**src/hw/rtl/mbrs_pkg.sv**
```systemverilog
// ============================================================================
// Modbus RTU slave register bank - shared package
// Types, function codes and the CRC-16 byte step used by the controller and
// the datapath.
// ============================================================================
`default_nettype none

package mbrs_pkg;

  // Input word selector, carried in tuser.
  localparam logic [1:0] CMD_BUS   = 2'd0;
  localparam logic [1:0] CMD_WRITE = 2'd1;
  localparam logic [1:0] CMD_READ  = 2'd2;

  // Modbus function codes served.
  localparam logic [7:0] FC_READ_COILS    = 8'd1;
  localparam logic [7:0] FC_READ_DISCRETE = 8'd2;
  localparam logic [7:0] FC_READ_HOLDING  = 8'd3;
  localparam logic [7:0] FC_READ_INPUT    = 8'd4;
  localparam logic [7:0] FC_WRITE_COIL    = 8'd5;
  localparam logic [7:0] FC_WRITE_REG     = 8'd6;

  localparam logic [15:0] CRC_INIT = 16'hFFFF;
  localparam logic [15:0] CRC_POLY = 16'hA001;
  localparam logic [15:0] COIL_ON  = 16'hFF00;
  localparam logic [15:0] INPUT_EXTRA = 16'd5;
  localparam logic [2:0]  FRAME_LAST = 3'd7;

  // Source of the byte loaded into the output register.
  typedef enum logic [2:0] {
    SEL_HDR   = 3'd0,
    SEL_BITS  = 3'd1,
    SEL_WHI   = 3'd2,
    SEL_WLO   = 3'd3,
    SEL_CRCLO = 3'd4,
    SEL_CRCHI = 3'd5,
    SEL_LOCAL = 3'd6
  } push_sel_e;

  typedef struct packed {
    logic      take_bus;
    logic      loc_wr;
    logic      loc_rd;
    logic      clr_wr;
    logic      bank_wr;
    logic      bus_rd;
    logic      reply_init;
    logic      hdr_inc;
    logic      acc_bit;
    logic      k_inc;
    logic      push;
    logic      last;
    push_sel_e sel;
  } dp_cmd_t;

  typedef struct packed {
    logic clr_last;
    logic frame_good;
    logic out_free;
    logic is_write;
    logic is_bits;
    logic reply_ok;
    logic hdr_last;
    logic byte_end;
    logic k_last;
    logic k_end;
  } dp_stat_t;

  // One byte of CRC-16 (reflected), eight shift steps.
  function automatic logic [15:0] crc16_byte(input logic [15:0] crc, input logic [7:0] b);
    logic [15:0] c;
    c = crc ^ {8'h00, b};
    for (int i = 0; i < 8; i++) begin
      if (c[0]) begin
        c = (c >> 1) ^ CRC_POLY;
      end else begin
        c = c >> 1;
      end
    end
    return c;
  endfunction

endpackage

`default_nettype wire

```
**src/hw/rtl/mbrs_ram.sv**
```systemverilog
// ============================================================================
// Generic RAM
// One write port and one read port with registered read data.
// ============================================================================
`default_nettype none

module mbrs_ram #(
  parameter int Width = 16,
  parameter int Depth = 128
) (
  input  wire logic                     clk_i,
  input  wire logic                     we_i,
  input  wire logic [$clog2(Depth)-1:0] waddr_i,
  input  wire logic [Width-1:0]         wdata_i,
  input  wire logic                     re_i,
  input  wire logic [$clog2(Depth)-1:0] raddr_i,
  output logic      [Width-1:0]         rdata_o
);

  logic [Width-1:0] mem_q [Depth];

  always_ff @(posedge clk_i) begin
    if (we_i) begin
      mem_q[waddr_i] <= wdata_i;
    end
    if (re_i) begin
      rdata_o <= mem_q[raddr_i];
    end
  end

endmodule

`default_nettype wire

```
**src/hw/rtl/mbrs_datapath.sv**
```systemverilog
// ============================================================================
// Modbus RTU slave datapath
// Frame capture and CRC check, register bank, reply assembly and the output
// register.
// ============================================================================
`default_nettype none

module mbrs_datapath import mbrs_pkg::*; #(
  parameter int Groups   = 4,
  parameter int PerGroup = 32,
  parameter int RespMax  = 64
) (
  input  wire logic        clk_i,
  input  wire logic        rst_ni,
  input  wire logic        cfg_valid_i,
  input  wire logic [7:0]  cfg_data_i,
  input  wire logic [39:0] in_data_i,
  input  wire logic [1:0]  in_cmd_i,
  input  wire logic        out_ready_i,
  output logic             out_valid_o,
  output logic [23:0]      out_data_o,
  output logic             out_kind_o,
  output logic             out_last_o,
  input  wire dp_cmd_t     cmd_i,
  output dp_stat_t         stat_o
);

  localparam int N  = Groups * PerGroup;
  localparam int AW = $clog2(N);

  logic [7:0]  slave_id_q;
  logic [2:0]  rx_phase_q, rx_phase_d;
  logic [15:0] rx_crc_q, rx_crc_d;
  logic [7:0]  frame_q [8];
  logic [AW-1:0] clr_q;
  logic [15:0] k_q;
  logic [7:0]  acc_q;
  logic [2:0]  hdr_q;
  logic [15:0] tx_crc_q;
  logic        rd_ok_q;
  logic        out_valid_q;
  logic        out_kind_q, out_last_q;
  logic [7:0]  out_byte_q;
  logic [15:0] out_rv_q;

  logic [7:0]  rx_byte, lg, la, fc;
  logic [15:0] lv, w2, w4, cnt16, idx16, rd_raw, rd_data, bus_wdata;
  logic        loc_ok, bus_ok, is_bits, is_words, is_write;
  logic [17:0] bc_bits, total;
  logic [7:0]  bc_byte, hdr_byte, push_byte;
  logic [1:0]  bus_grp;
  logic [AW-1:0] loc_addr, bus_addr, raddr, waddr;
  logic        we, re;
  logic [15:0] wdata;

  assign rx_byte = in_data_i[7:0];
  assign lg      = in_data_i[15:8];
  assign la      = in_data_i[23:16];
  assign lv      = in_data_i[39:24];

  assign loc_ok   = (32'(lg) < 32'(Groups)) && (32'(la) < 32'(PerGroup));
  assign loc_addr = AW'(32'(lg) * 32'(PerGroup) + 32'(la));

  assign fc = frame_q[1];
  assign w2 = {frame_q[2], frame_q[3]};
  assign w4 = {frame_q[4], frame_q[5]};

  assign is_bits  = (fc == FC_READ_COILS) || (fc == FC_READ_DISCRETE);
  assign is_words = (fc == FC_READ_HOLDING) || (fc == FC_READ_INPUT);
  assign is_write = (fc == FC_WRITE_COIL) || (fc == FC_WRITE_REG);

  assign cnt16   = (fc == FC_READ_INPUT) ? w4 + INPUT_EXTRA : w4;
  assign bc_bits = ({2'b00, cnt16} + 18'd7) >> 3;
  assign total   = is_bits ? bc_bits + 18'd5 : {1'b0, cnt16, 1'b0} + 18'd5;
  assign bc_byte = is_bits ? bc_bits[7:0] : {cnt16[6:0], 1'b0};

  // Bank group of a bus access: reads use code minus one, writes 0 or 2.
  always_comb begin
    if (is_write) begin
      bus_grp = (fc == FC_WRITE_REG) ? 2'd2 : 2'd0;
    end else begin
      bus_grp = fc[1:0] - 2'd1;
    end
  end

  assign idx16     = is_write ? w2 : w2 + k_q;
  assign bus_ok    = 32'(idx16) < 32'(PerGroup);
  assign bus_addr  = AW'(32'(bus_grp) * 32'(PerGroup) + 32'(idx16));
  assign bus_wdata = (fc == FC_WRITE_COIL) ? {15'd0, w4 == COIL_ON} : w4;

  // Bank ports.
  assign re    = cmd_i.loc_rd | cmd_i.bus_rd;
  assign raddr = cmd_i.loc_rd ? loc_addr : bus_addr;
  always_comb begin
    we    = 1'b0;
    waddr = clr_q;
    wdata = '0;
    if (cmd_i.clr_wr) begin
      we = 1'b1;
    end else if (cmd_i.loc_wr) begin
      we    = loc_ok;
      waddr = loc_addr;
      wdata = lv;
    end else if (cmd_i.bank_wr) begin
      we    = bus_ok;
      waddr = bus_addr;
      wdata = bus_wdata;
    end
  end

  mbrs_ram #(.Width(16), .Depth(N)) u_bank (
    .clk_i   (clk_i),
    .we_i    (we),
    .waddr_i (waddr),
    .wdata_i (wdata),
    .re_i    (re),
    .raddr_i (raddr),
    .rdata_o (rd_raw)
  );

  assign rd_data = rd_ok_q ? rd_raw : 16'd0;

  // Frame reception.
  always_comb begin
    rx_phase_d = rx_phase_q;
    rx_crc_d   = rx_crc_q;
    if (rx_phase_q == 3'd0) begin
      if (rx_byte == slave_id_q) begin
        rx_phase_d = 3'd1;
        rx_crc_d   = crc16_byte(CRC_INIT, rx_byte);
      end
    end else begin
      rx_phase_d = rx_phase_q + 3'd1;
      if (rx_phase_q < 3'd6) begin
        rx_crc_d = crc16_byte(rx_crc_q, rx_byte);
      end
    end
  end

  always_comb begin
    hdr_byte = frame_q[hdr_q];
    if (!is_write && hdr_q == 3'd2) begin
      hdr_byte = bc_byte;
    end
  end

  always_comb begin
    case (cmd_i.sel)
      SEL_HDR:   push_byte = hdr_byte;
      SEL_BITS:  push_byte = acc_q;
      SEL_WHI:   push_byte = rd_data[15:8];
      SEL_WLO:   push_byte = rd_data[7:0];
      SEL_CRCLO: push_byte = tx_crc_q[7:0];
      SEL_CRCHI: push_byte = tx_crc_q[15:8];
      default:   push_byte = 8'd0;
    endcase
  end

  always_ff @(posedge clk_i or negedge rst_ni) begin
    if (!rst_ni) begin
      slave_id_q  <= 8'd1;
      rx_phase_q  <= 3'd0;
      clr_q       <= '0;
      out_valid_q <= 1'b0;
    end else begin
      if (cfg_valid_i) begin
        slave_id_q <= cfg_data_i;
      end
      if (cmd_i.take_bus) begin
        rx_phase_q <= rx_phase_d;
      end
      if (cmd_i.clr_wr) begin
        clr_q <= clr_q + AW'(1);
      end
      if (cmd_i.push) begin
        out_valid_q <= 1'b1;
      end else if (out_ready_i) begin
        out_valid_q <= 1'b0;
      end
    end
  end

  always_ff @(posedge clk_i) begin
    if (cmd_i.take_bus) begin
      rx_crc_q <= rx_crc_d;
      frame_q[rx_phase_q] <= rx_byte;
    end
    if (cmd_i.loc_rd) begin
      rd_ok_q <= loc_ok;
    end else if (cmd_i.bus_rd) begin
      rd_ok_q <= bus_ok;
    end
    if (cmd_i.reply_init) begin
      tx_crc_q <= CRC_INIT;
      hdr_q    <= 3'd0;
      k_q      <= 16'd0;
      acc_q    <= 8'd0;
    end else begin
      if (cmd_i.hdr_inc) begin
        hdr_q <= hdr_q + 3'd1;
      end
      if (cmd_i.k_inc) begin
        k_q <= k_q + 16'd1;
      end
      if (cmd_i.acc_bit) begin
        acc_q <= acc_q | (8'(rd_data[0]) << k_q[2:0]);
      end else if (cmd_i.push && cmd_i.sel == SEL_BITS) begin
        acc_q <= 8'd0;
      end
      if (cmd_i.push && (cmd_i.sel == SEL_HDR || cmd_i.sel == SEL_BITS ||
                         cmd_i.sel == SEL_WHI || cmd_i.sel == SEL_WLO)) begin
        tx_crc_q <= crc16_byte(tx_crc_q, push_byte);
      end
    end
    if (cmd_i.push) begin
      out_kind_q <= (cmd_i.sel == SEL_LOCAL);
      out_last_q <= cmd_i.last;
      out_byte_q <= push_byte;
      out_rv_q   <= (cmd_i.sel == SEL_LOCAL) ? rd_data : 16'd0;
    end
  end

  assign out_valid_o = out_valid_q;
  assign out_data_o  = {out_rv_q, out_byte_q};
  assign out_kind_o  = out_kind_q;
  assign out_last_o  = out_last_q;

  always_comb begin
    stat_o.clr_last   = (clr_q == AW'(N - 1));
    stat_o.frame_good = (in_cmd_i == CMD_BUS) && (rx_phase_q == FRAME_LAST) &&
                        (frame_q[6] == rx_crc_q[7:0]) && (rx_byte == rx_crc_q[15:8]);
    stat_o.out_free   = !out_valid_q || out_ready_i;
    stat_o.is_write   = is_write;
    stat_o.is_bits    = is_bits;
    stat_o.reply_ok   = (is_bits || is_words) && (cnt16 != 16'd0) &&
                        (total <= 18'(RespMax));
    stat_o.hdr_last   = is_write ? (hdr_q == 3'd5) : (hdr_q == 3'd2);
    stat_o.k_last     = (k_q + 16'd1) == cnt16;
    stat_o.k_end      = (k_q == cnt16);
    stat_o.byte_end   = (k_q[2:0] == 3'd7) || ((k_q + 16'd1) == cnt16);
  end

`ifndef SYNTH
  a_push_free: assert property (@(posedge clk_i) disable iff (!rst_ni)
    cmd_i.push |-> stat_o.out_free) else $error("byte pushed into a full output");
  a_one_write: assert property (@(posedge clk_i) disable iff (!rst_ni)
    $onehot0({cmd_i.clr_wr, cmd_i.loc_wr, cmd_i.bank_wr})) else $error("bank write clash");
  a_one_read: assert property (@(posedge clk_i) disable iff (!rst_ni)
    !(cmd_i.loc_rd && cmd_i.bus_rd)) else $error("bank read clash");
  a_rx_hold: assert property (@(posedge clk_i) disable iff (!rst_ni)
    !cmd_i.take_bus |=> $stable(rx_phase_q)) else $error("frame phase moved without a byte");
`endif

endmodule

`default_nettype wire

```
**src/hw/rtl/mbrs_ctrl.sv**
```systemverilog
// ============================================================================
// Modbus RTU slave controller
// Sequences bank clearing, input words, local reads and reply bytes.
// ============================================================================
`default_nettype none

module mbrs_ctrl import mbrs_pkg::*; (
  input  wire logic       clk_i,
  input  wire logic       rst_ni,
  input  wire logic       in_valid_i,
  input  wire logic [1:0] in_cmd_i,
  output logic            in_ready_o,
  input  wire dp_stat_t   stat_i,
  output dp_cmd_t         cmd_o
);

  typedef enum logic [12:0] {
    S_CLEAR = 13'b0000000000001,
    S_IDLE  = 13'b0000000000010,
    S_LREAD = 13'b0000000000100,
    S_SERVE = 13'b0000000001000,
    S_HDR   = 13'b0000000010000,
    S_BRD   = 13'b0000000100000,
    S_BWT   = 13'b0000001000000,
    S_BPUSH = 13'b0000010000000,
    S_WRD   = 13'b0000100000000,
    S_WHI   = 13'b0001000000000,
    S_WLO   = 13'b0010000000000,
    S_CRCLO = 13'b0100000000000,
    S_CRCHI = 13'b1000000000000
  } state_e;

  state_e state_q, state_d;

  always_comb begin
    state_d    = state_q;
    in_ready_o = 1'b0;
    cmd_o      = '0;
    cmd_o.sel  = SEL_HDR;
    case (state_q)
      S_CLEAR: begin
        cmd_o.clr_wr = 1'b1;
        if (stat_i.clr_last) begin
          state_d = S_IDLE;
        end
      end
      S_IDLE: begin
        in_ready_o = 1'b1;
        if (in_valid_i) begin
          case (in_cmd_i)
            CMD_BUS: begin
              cmd_o.take_bus = 1'b1;
              if (stat_i.frame_good) begin
                state_d = S_SERVE;
              end
            end
            CMD_WRITE: cmd_o.loc_wr = 1'b1;
            CMD_READ: begin
              cmd_o.loc_rd = 1'b1;
              state_d = S_LREAD;
            end
            default: ;
          endcase
        end
      end
      S_LREAD: begin
        if (stat_i.out_free) begin
          cmd_o.push = 1'b1;
          cmd_o.last = 1'b1;
          cmd_o.sel  = SEL_LOCAL;
          state_d    = S_IDLE;
        end
      end
      S_SERVE: begin
        cmd_o.reply_init = 1'b1;
        cmd_o.bank_wr    = stat_i.is_write;
        if (stat_i.is_write || stat_i.reply_ok) begin
          state_d = S_HDR;
        end else begin
          state_d = S_IDLE;
        end
      end
      S_HDR: begin
        if (stat_i.out_free) begin
          cmd_o.push    = 1'b1;
          cmd_o.hdr_inc = 1'b1;
          if (stat_i.hdr_last) begin
            if (stat_i.is_write) begin
              state_d = S_CRCLO;
            end else if (stat_i.is_bits) begin
              state_d = S_BRD;
            end else begin
              state_d = S_WRD;
            end
          end
        end
      end
      S_BRD: begin
        cmd_o.bus_rd = 1'b1;
        state_d = S_BWT;
      end
      S_BWT: begin
        cmd_o.acc_bit = 1'b1;
        cmd_o.k_inc   = 1'b1;
        state_d = stat_i.byte_end ? S_BPUSH : S_BRD;
      end
      S_BPUSH: begin
        if (stat_i.out_free) begin
          cmd_o.push = 1'b1;
          cmd_o.sel  = SEL_BITS;
          state_d = stat_i.k_end ? S_CRCLO : S_BRD;
        end
      end
      S_WRD: begin
        cmd_o.bus_rd = 1'b1;
        state_d = S_WHI;
      end
      S_WHI: begin
        if (stat_i.out_free) begin
          cmd_o.push = 1'b1;
          cmd_o.sel  = SEL_WHI;
          state_d = S_WLO;
        end
      end
      S_WLO: begin
        if (stat_i.out_free) begin
          cmd_o.push  = 1'b1;
          cmd_o.sel   = SEL_WLO;
          cmd_o.k_inc = 1'b1;
          state_d = stat_i.k_last ? S_CRCLO : S_WRD;
        end
      end
      S_CRCLO: begin
        if (stat_i.out_free) begin
          cmd_o.push = 1'b1;
          cmd_o.sel  = SEL_CRCLO;
          state_d = S_CRCHI;
        end
      end
      S_CRCHI: begin
        if (stat_i.out_free) begin
          cmd_o.push = 1'b1;
          cmd_o.last = 1'b1;
          cmd_o.sel  = SEL_CRCHI;
          state_d = S_IDLE;
        end
      end
      default: state_d = S_IDLE;
    endcase
  end

  always_ff @(posedge clk_i or negedge rst_ni) begin
    if (!rst_ni) begin
      state_q <= S_CLEAR;
    end else begin
      state_q <= state_d;
    end
  end

endmodule

`default_nettype wire

```
**src/hw/rtl/modbus_rtu_slave_register_bank.sv**
```systemverilog
// ============================================================================
// Modbus RTU slave register bank - top level
// Register bank with a Modbus RTU frame server and local read/write access.
// ============================================================================
//
//   Channel   Direction  Handshake                    Contents
//   s_axis    in         s_axis_tvalid/s_axis_tready  command, bus byte, local access
//   m_axis    out        m_axis_tvalid/m_axis_tready  reply byte or local read word
//   cfg       in         cfg_valid_i/cfg_ready_o      own slave id
//
// After reset the bank is cleared word by word, during which no input word
// is taken. A bus byte or a local write is taken while the block is idle.
// A local read does a bank read and then waits for the output register.
// A served frame occupies the block for the length of its reply: a start
// step, each header and CRC byte, a bank read, high byte and low byte per
// read word, and a bank read and a gathering step per bit read plus a push
// per data byte of a bit read, plus stalls while the output register is full.
// A result waiting in the output register does not stop new input words.
//
`default_nettype none

module modbus_rtu_slave_register_bank import mbrs_pkg::*; #(
  parameter int GROUPS    = 4,
  parameter int PER_GROUP = 32,
  parameter int RESP_MAX  = 64
) (
  input  wire logic        clk_i,
  input  wire logic        rst_ni,
  // Own slave id.
  input  wire logic        cfg_valid_i,
  output logic             cfg_ready_o,
  input  wire logic [7:0]  cfg_data_i,
  // Input words.
  input  wire logic        s_axis_tvalid,
  output logic             s_axis_tready,
  input  wire logic [39:0] s_axis_tdata,  // rx_byte[7:0], group[15:8], address[23:16],
                                          // value[39:24]
  input  wire logic [1:0]  s_axis_tuser,  // command[1:0]
  // Result words.
  output logic             m_axis_tvalid,
  input  wire logic        m_axis_tready,
  output logic [23:0]      m_axis_tdata,  // tx_byte[7:0], read_value[23:8]
  output logic             m_axis_tuser,  // kind[0]
  output logic             m_axis_tlast   // last
);

  dp_cmd_t  cmd;
  dp_stat_t stat;

  // The id register can always be written; software is to write it only while idle, which the block does not enforce.
  assign cfg_ready_o = 1'b1;

  mbrs_ctrl u_ctrl (
    .clk_i      (clk_i),
    .rst_ni     (rst_ni),
    .in_valid_i (s_axis_tvalid),
    .in_cmd_i   (s_axis_tuser),
    .in_ready_o (s_axis_tready),
    .stat_i     (stat),
    .cmd_o      (cmd)
  );

  mbrs_datapath #(
    .Groups   (GROUPS),
    .PerGroup (PER_GROUP),
    .RespMax  (RESP_MAX)
  ) u_dp (
    .clk_i       (clk_i),
    .rst_ni      (rst_ni),
    .cfg_valid_i (cfg_valid_i),
    .cfg_data_i  (cfg_data_i),
    .in_data_i   (s_axis_tdata),
    .in_cmd_i    (s_axis_tuser),
    .out_ready_i (m_axis_tready),
    .out_valid_o (m_axis_tvalid),
    .out_data_o  (m_axis_tdata),
    .out_kind_o  (m_axis_tuser),
    .out_last_o  (m_axis_tlast),
    .cmd_i       (cmd),
    .stat_o      (stat)
  );

endmodule

`default_nettype wire

```
**config.mk**
```make
export PLATFORM = sky130hd
export DESIGN_NAME = modbus_rtu_slave_register_bank
export DESIGN_NICKNAME = d
export VERILOG_FILES = /design/src/hw/rtl/mbrs_pkg.sv /design/src/hw/rtl/mbrs_ram.sv /design/src/hw/rtl/mbrs_datapath.sv /design/src/hw/rtl/mbrs_ctrl.sv /design/src/hw/rtl/modbus_rtu_slave_register_bank.sv
export SDC_FILE = /design/constraint.sdc
export NUM_CORES = 2
export LEC_CHECK = 0
export ABC_CLOCK_PERIOD_IN_PS = 21400
export CORE_MARGIN = 10
export CORE_UTILIZATION = 55
export CTS_CLUSTER_SIZE = 28
export DETAILED_ROUTE_END_ITERATION = 6
export DONT_BUFFER_PORTS = 1
export PLACE_DENSITY = 0.7
export RECOVER_POWER = 50
export SLEW_MARGIN = 20
export SYNTH_ARGS = -nofsm -noshare
export SYNTH_HDL_FRONTEND = slang
export SYNTH_SLANG_ARGS = --single-unit
```
**constraint.sdc**
```tcl
create_clock -name clk_i -period 21.4 [get_ports clk_i]
set_clock_uncertainty 0.1 [all_clocks]
set_input_delay 1.07 -clock clk_i [delete_from_list [all_inputs] [get_ports clk_i]]
set_output_delay 1.07 -clock clk_i [all_outputs]
set_load 0.02 [all_outputs]
```
=== Word-level counts from Yosys, hierarchy flattened ===
Memories as Yosys holds them, arrays and structs flattened. A register that Yosys moved wholly into a read port is not among the register bits.
Index checks and enable logic that the tools add are counted.

* Output and inout port bits: 29
* Memories kept: 2
* Input port bits: 55
* Word-level logic and storage cells: 295
* RAM bits: 2112
* Register bits after elaboration: 118

{| class="wikitable"
|+ Memory list
! memory !! depth !! bits a word !! read ports !! clocked after Yosys merged registers in !! wr ports !! line !! text
|-
| u_dp.u_bank.mem_q || 128 || 16 || 1 || 1 || 1 || mbrs_ram.sv:20 || <nowiki>logic [Width-1:0] mem_q [Depth];</nowiki>
|-
| u_dp.frame_q || 8 || 8 || 7 || 1 || 1 || mbrs_datapath.sv:34 || <nowiki>logic [7:0] frame_q [8];</nowiki>
|}

* Reductions and logical operators: 35
* Shifts and indexed selects: 1
* Bitwise gates (word level): 29
* Equality and inequality tests: 50
* Mux-type cells: 146
* Add/subtract/negate cells: 12
* Order comparisons: 5

{| class="wikitable"
|+ Operator list
! operator !! count
|-
| 16-bit 2-to-1 mux || 76
|-
| 13-bit case mux with 12 select lines || 1
|-
| 13-bit 2-to-1 mux || 10
|-
| 2-bit inverter with 3-bit output || 24
|-
| 8-bit case mux with 6 select lines || 1
|-
| 8-bit 2-to-1 mux || 5
|-
| 12-bit 2-to-1 mux || 3
|-
| 16-bit == test || 2
|-
| 16-bit by 8-bit XOR with 16-bit output || 2
|-
| 7-bit 2-to-1 mux || 4
|-
| 13-bit case mux with 2 select lines || 1
|-
| 8-bit by 3-bit == test with 1-bit output, second input constant || 3
|-
| 8-bit == test || 3
|-
| 1-bit 2-to-1 mux || 24
|-
| 3-bit 2-to-1 mux || 7
|-
| 17-bit by 3-bit adder with 18-bit output, second input constant || 1
|-
| 3-bit == test, second input constant || 6
|-
| 18-bit by 7-bit less-or-equal comparator with 1-bit output, second input constant || 1
|-
| 18-bit 2-to-1 mux || 1
|-
| 2-bit inequality test, second input constant || 9
|-
| 3-bit case mux with 6 select lines || 1
|-
| 16-bit by 3-bit adder with 17-bit output, second input constant || 1
|-
| 15-bit by 3-bit adder with 16-bit output, second input constant || 1
|-
| 16-bit by 1-bit adder with 16-bit output, second input constant || 1
|-
| other kinds (54) || 90
|}

=== Longest topological paths before layout ===
An unclocked memory read counts as a cell.

* Word-level depth: 38
* Depth in mapped cells: 20
* Mapped depth without buffers: 19

=== By module ===
A second synthesis with hierarchy kept.

* Cell total of the unflattened synthesis: 4436
* Area total of the unflattened synthesis: 91479.0 um^2

{| class="wikitable"
|+ By module, submodules not included
! module !! area each (um^2) !! instances !! cells each !! sequential area each (um^2)
|-
| mbrs_ram || 78683.0 || 1 || 3086 || 61979.4
|-
| mbrs_datapath || 11636.2 || 1 || 1203 || 4610.7
|-
| mbrs_ctrl || 1148.6 || 1 || 145 || 326.6
|-
| modbus_rtu_slave_register_bank || 11.3 || 1 || 2 || 0.0
|}

=== Worst setup path after synthesis ===
Ideal clock, no wire load.

* Path type: reg2reg
* From: mem u_dp.frame_q[1][5]
* To: mem u_dp.u_bank.mem_q[0][0], data pin
* Clock period less this slack: 8.041 ns
* Setup slack: 13.359 ns
* Data required time: 20.103 ns
* Buffers on the path: 1
* Data arrival time: 6.745 ns
* Library setup time: 1.197 ns
* Cell stages (with the launch flop): 7
* Cells stage by stage: edfxtp_1 -> or4_4 -> nor2_1 -> and3_1 -> buf_2 -> nand2_1 -> o21ai_0

{| class="wikitable"
|+ RTL lines
! element !! line
|-
| start: declaration || mbrs_datapath.sv:34
|-
| end: declaration || mbrs_ram.sv:20
|}

=== Worst setup path after layout ===
* From: reg u_ctrl.state_q[10]
* To: mem u_dp.u_bank.mem_q[1][4], data pin

* Word-level cells in the longest chain between the ends: 5
* Elaborated cells between the ends (all ways): 9
* Classes of those cells: 3 x eq/ne; 6 x mux

{| class="wikitable"
|+ RTL lines
! element !! line !! text
|-
| start: declaration || mbrs_ctrl.sv:33 || <nowiki>state_e state_q, state_d;</nowiki>
|-
| start signal: assignment || mbrs_ctrl.sv:156 || <nowiki>state_q <= state_d;</nowiki>
|-
| 13-bit by 4-bit == test with 1-bit output || mbrs_ctrl.sv:40 || <nowiki>case (state_q)</nowiki>
|-
| 1-bit 2-to-1 mux || mbrs_ctrl.sv:40 ||
|-
| 16-bit 2-to-1 mux || mbrs_datapath.sv:104 || <nowiki>end else if (cmd_i.bank_wr) begin</nowiki>
|-
| 16-bit 2-to-1 mux || mbrs_datapath.sv:100 || <nowiki>end else if (cmd_i.loc_wr) begin</nowiki>
|-
| 16-bit 2-to-1 mux * || mbrs_datapath.sv:98 || <nowiki>if (cmd_i.clr_wr) begin</nowiki>
|-
| net u_dp.u_bank.wdata_i[4] || mbrs_ram.sv:14 || <nowiki>input wire logic [Width-1:0] wdata_i,</nowiki>
|}

The timed path passes the listed nets; every way through them passes the cells marked *.

==> results.md <==
* Status: finished with violations
* Failing checks: design-rule violations, max-capacitance violations, max-slew violations
* Final Hold Viols at 0
* Pwr Density at around 100 nW/µm²
* # IOs at between 80 and 90
* DRT iter0 DRCs at just under 7k
* Total global-route track usage at roughly a quarter
* Clock power frac at 37.3%
* Max stage delay on crit path at between 3 and 4 ns
* Die area at roughly 180,000 µm²
* Synth cell types at around 100
* # DRC at 3
* Root Buffer: clkbuf_16
* Max_slew headroom at -212%
* Hold path depth at 0
* Post-Route WL at ~240,000 µm
* Final instance area at just over 100,000 µm²
* Largest net degree at the start of global routing at between 100 and 150
* Synth Net Count at 5,226
* Post_cts resized at 0
* NetSw at approximately 2.5 mW
* Ys async rst share at approximately 1.4%
* Initial Utilization at between 50% and 60%
* Sequential Power Share at 50.0%
* Mapped Avg Cell Area at roughly 18 µm²
* Antenna violations before repair at 15
* RSZ-0062 raised after global routing: false
* Top Family by Delay on Critical Path: buffers and inverters
* GP Congestion at between 0.9 and 1
* Req. time, crit path at between 20 and 25 ns
* Synthesized cell area at 92,300 µm²
* Critical Path Stages at 7
* Clock buffer count from CTS at ~220
* Cell Rows at 150
* Total grt overflow at 0
* Setup crit end kind: register
* Pint at 7.47 mW
* Syn. warnings at 0
* R2R cell count at 7
* Final nets at 5,330
* Die Y at approximately 430 µm
* Clock buffer depth at 3
* Core Region at between 150,000 and 200,000 µm²
* Synth Register Bits at between 2k and 2.5k
* Clk pin slew, worst setup/hold paths at around 0.060 ns
* Sw frac at about a quarter
* Post-route non-filler standard cell count at approximately 7.6k
* First-pass GRT wire length at between 300,000 and 400,000 µm
* Total negative setup slack at 0 ns
* Die width at 430 µm
* Tightest Hold Check Type: input port to register
* Kind of critical path: register to register
* Fin. max-slew vios at around 2.2k
* Worst-Skew Late Latency at about 0.86 ns
* Drt via density at 6.62
* Area occupied by multi-input gates at roughly 24,000 µm²
* Hpwl dp at 145,000 µm
* Post-DRT Antenna Nets at 0
* Main flop type after synthesis: edfxtp_1
* Post-synth EDFFs at approximately 2.2k
* Layout cells sized above 1 at 20.0%
* TritonCTS clock tree: yes
* FILL cells at 11.8k
* TritonRoute pass-1 iters at 7
* Area grow syn2layout at 10.7%
* Synth top area cells: edfxtp_1 (71%), mux4_2 (13%), nand2_1 (2.1%)
* Leakage power at approximately 33 nW
* Synth top area share at between 70 and 80%
* Worst-path cell chain: nor4_1 -> and3_1 -> and4b_1 -> clkbuf_1 -> and3_1 -> a22o_1 -> clkbuf_1
* Placed inst area at 95,600 µm²
* CP arrival at slightly above 9 ns
* Avg WL per Cell at between 30 and 40 µm
* Buf+Inv Stages, Crit Path at 2
* Port Buffers at 0
* Worst Path Max Fanout at a little under 90
* H-tree depth at 4
* Startpoint Class: register
* MaxCap Viol Count at 38
* Leading area contributor after synthesis: edfxtp_1
* Combinational fraction of design power at 12.7%
* Worst Max-Slew Pin Slew at 4.68 ns
* Max Clk Rate at 0.106 GHz
* # clock sinks at around 2.2k
* Slowest-stage cell, CP: clkbuf_1
* IR drop worst, VDD at 0.0843 mV
* Via Count at between 50k and 60k
* DP Cell Count at slightly above 7k
* Min Clock Period, post-route at about 9.4 ns
* Seq/Total Area, Yosys at 72.5%
* Mapped Cells at roughly 5.1k
* Final setup viols at 0
* Number of global-route vias before repair at about 50k
* Final period util at 44.0%
* Sequential cell area at between 60,000 and 70,000 µm²
[per-layer routing]
layer	track usage, %	up-vias	share of wire (%)
met5	0.937	-	0.14
met3	6.11	521	10
met4	11.3	16	5.0
met2	40.3	2850	47
li1	-	20900	-
met1	35.9	26200	38
[cell usage after synthesis (43+ instances only)]
| library cell | count |
|---|---|
| xor2_1 | 43 |
| a21oi_1 | 76 |
| nor2_1 | 280 |
| dfxtp_1 | 46 |
| a31oi_1 | 68 |
| nor3_1 | 57 |
| nand2_1 | 515 |
| mux4_2 | 527 |
| a211oi_1 | 105 |
| and3_1 | 66 |
| clkbuf_1 | 177 |
| o21ai_0 | 45 |
| edfxtp_1 | 2171 |
| and2_1 | 77 |
| nand3_1 | 111 |
| xnor2_1 | 119 |
| buf_2 | 66 |
| a311oi_1 | 82 |
[power by group through the flow]
stage / combinational (mW) / clock [mW] / sequential, mW
after floorplan: 0.896 / 0 / 5.04
after global placement: 1.26 / 0 / 5.07
after detailed placement: 1.27 / 0 / 5.08
after CTS: 1.28 / 3.78 / 4.98
after global routing: 1.35 / 3.96 / 5.00
final: 1.27 / 3.72 / 5.00
[final timing paths]
path                       slack (ns)          startpoint                 endpoint
setup / recovery                11.98  u_ctrl.state_q[10]  u_dp.u_bank.mem_q[1][4]
hold / removal                   0.22     s_axis_tdata[7]       u_dp.frame_q[6][7]
setup reg to reg                11.98  u_ctrl.state_q[10]  u_dp.u_bank.mem_q[1][4]
hold reg to reg                  0.38       u_dp.acc_q[7]            u_dp.acc_q[7]
max in group asynchronous       18.57              rst_ni       u_ctrl.state_q[10]
min in group asynchronous        1.38              rst_ni            u_dp.clr_q[5]
[final cells by class]
| cell class | count | area share, % |
|---|---|---|
| diodes | 4 | 0.00979 |
| clock buffers | 269 | 5.55 |
| clock inverters | 125 | 1.21 |
| inverters | 35 | 0.130 |
| multi-input cells | 2544 | 23.5 |
| flip-flops and latches | 2249 | 65.5 |
| well taps | 2204 | 2.70 |
| repair buffers | 191 | 1.43 |
[flip-flops by register name, summed over array words and instances, names as in the netlist, 8 cells and up, named ones only]
name	cells
u_dp.out_rv_q	16
u_dp.acc_q	8
u_dp.slave_id_q	8
u_dp.frame_q	64
u_ctrl.state_q	13
u_dp.u_bank.rdata_o	16
u_dp.out_byte_q	8
u_dp.u_bank.mem_q	2048
u_dp.k_q	16
u_dp.rx_crc_q	16
u_dp.tx_crc_q	16
[cell usage in the layout, fill, tap and decap left out, types with 76 or more instances in the layout]
master     instances
edfxtp_1        2171
mux4_2           527
nand2_1          515
nor2_1           266
clkbuf_16        219
buf_4            153
xnor2_1          120
nand3_1          110
a211oi_1         105
clkbuf_1          77
and2_1            76
[metrics by stage]
stage                     util [%]  worst slack (ns)  power, mW  hold WS, ns
after floorplan                  -             13.36       5.94        0.329
after global placement        57.2             13.45       6.33        0.361
after detailed placement      57.2             13.44       6.35        0.376
after CTS                     61.4             13.38       10.0        0.162
after global routing          61.2             11.54       10.3        0.181
final                         61.2             11.98       9.99        0.218
[timing repair]
item	CTS	global route
endpoints found under the hold margin	32	0
hold buffers	2	0
setup buffers	0	0
[worst reg2reg max path: stages, from the launching register on]
cell and delay (ns):
dfrtp_1 0.47, nor4_1 0.57, and3_1 0.32, and4b_1 0.22, clkbuf_1 0.88, and3_1 0.88, a22o_1 1.67, clkbuf_1 3.34
[cell families after synthesis]
group,Yosys count,share of synthesized area [%]
xor gates and xnor gates,166,1.64
adders and majority gates,37,0.509
DFF,2249,72.5
buffers and inverters,341,1.71
muxes,559,13.3
AOI/OAI and AO/OA,538,4.20
other,1,0.00406
and+or+nand+nor,1243,6.22
Power figures use the tool's default switching activity.
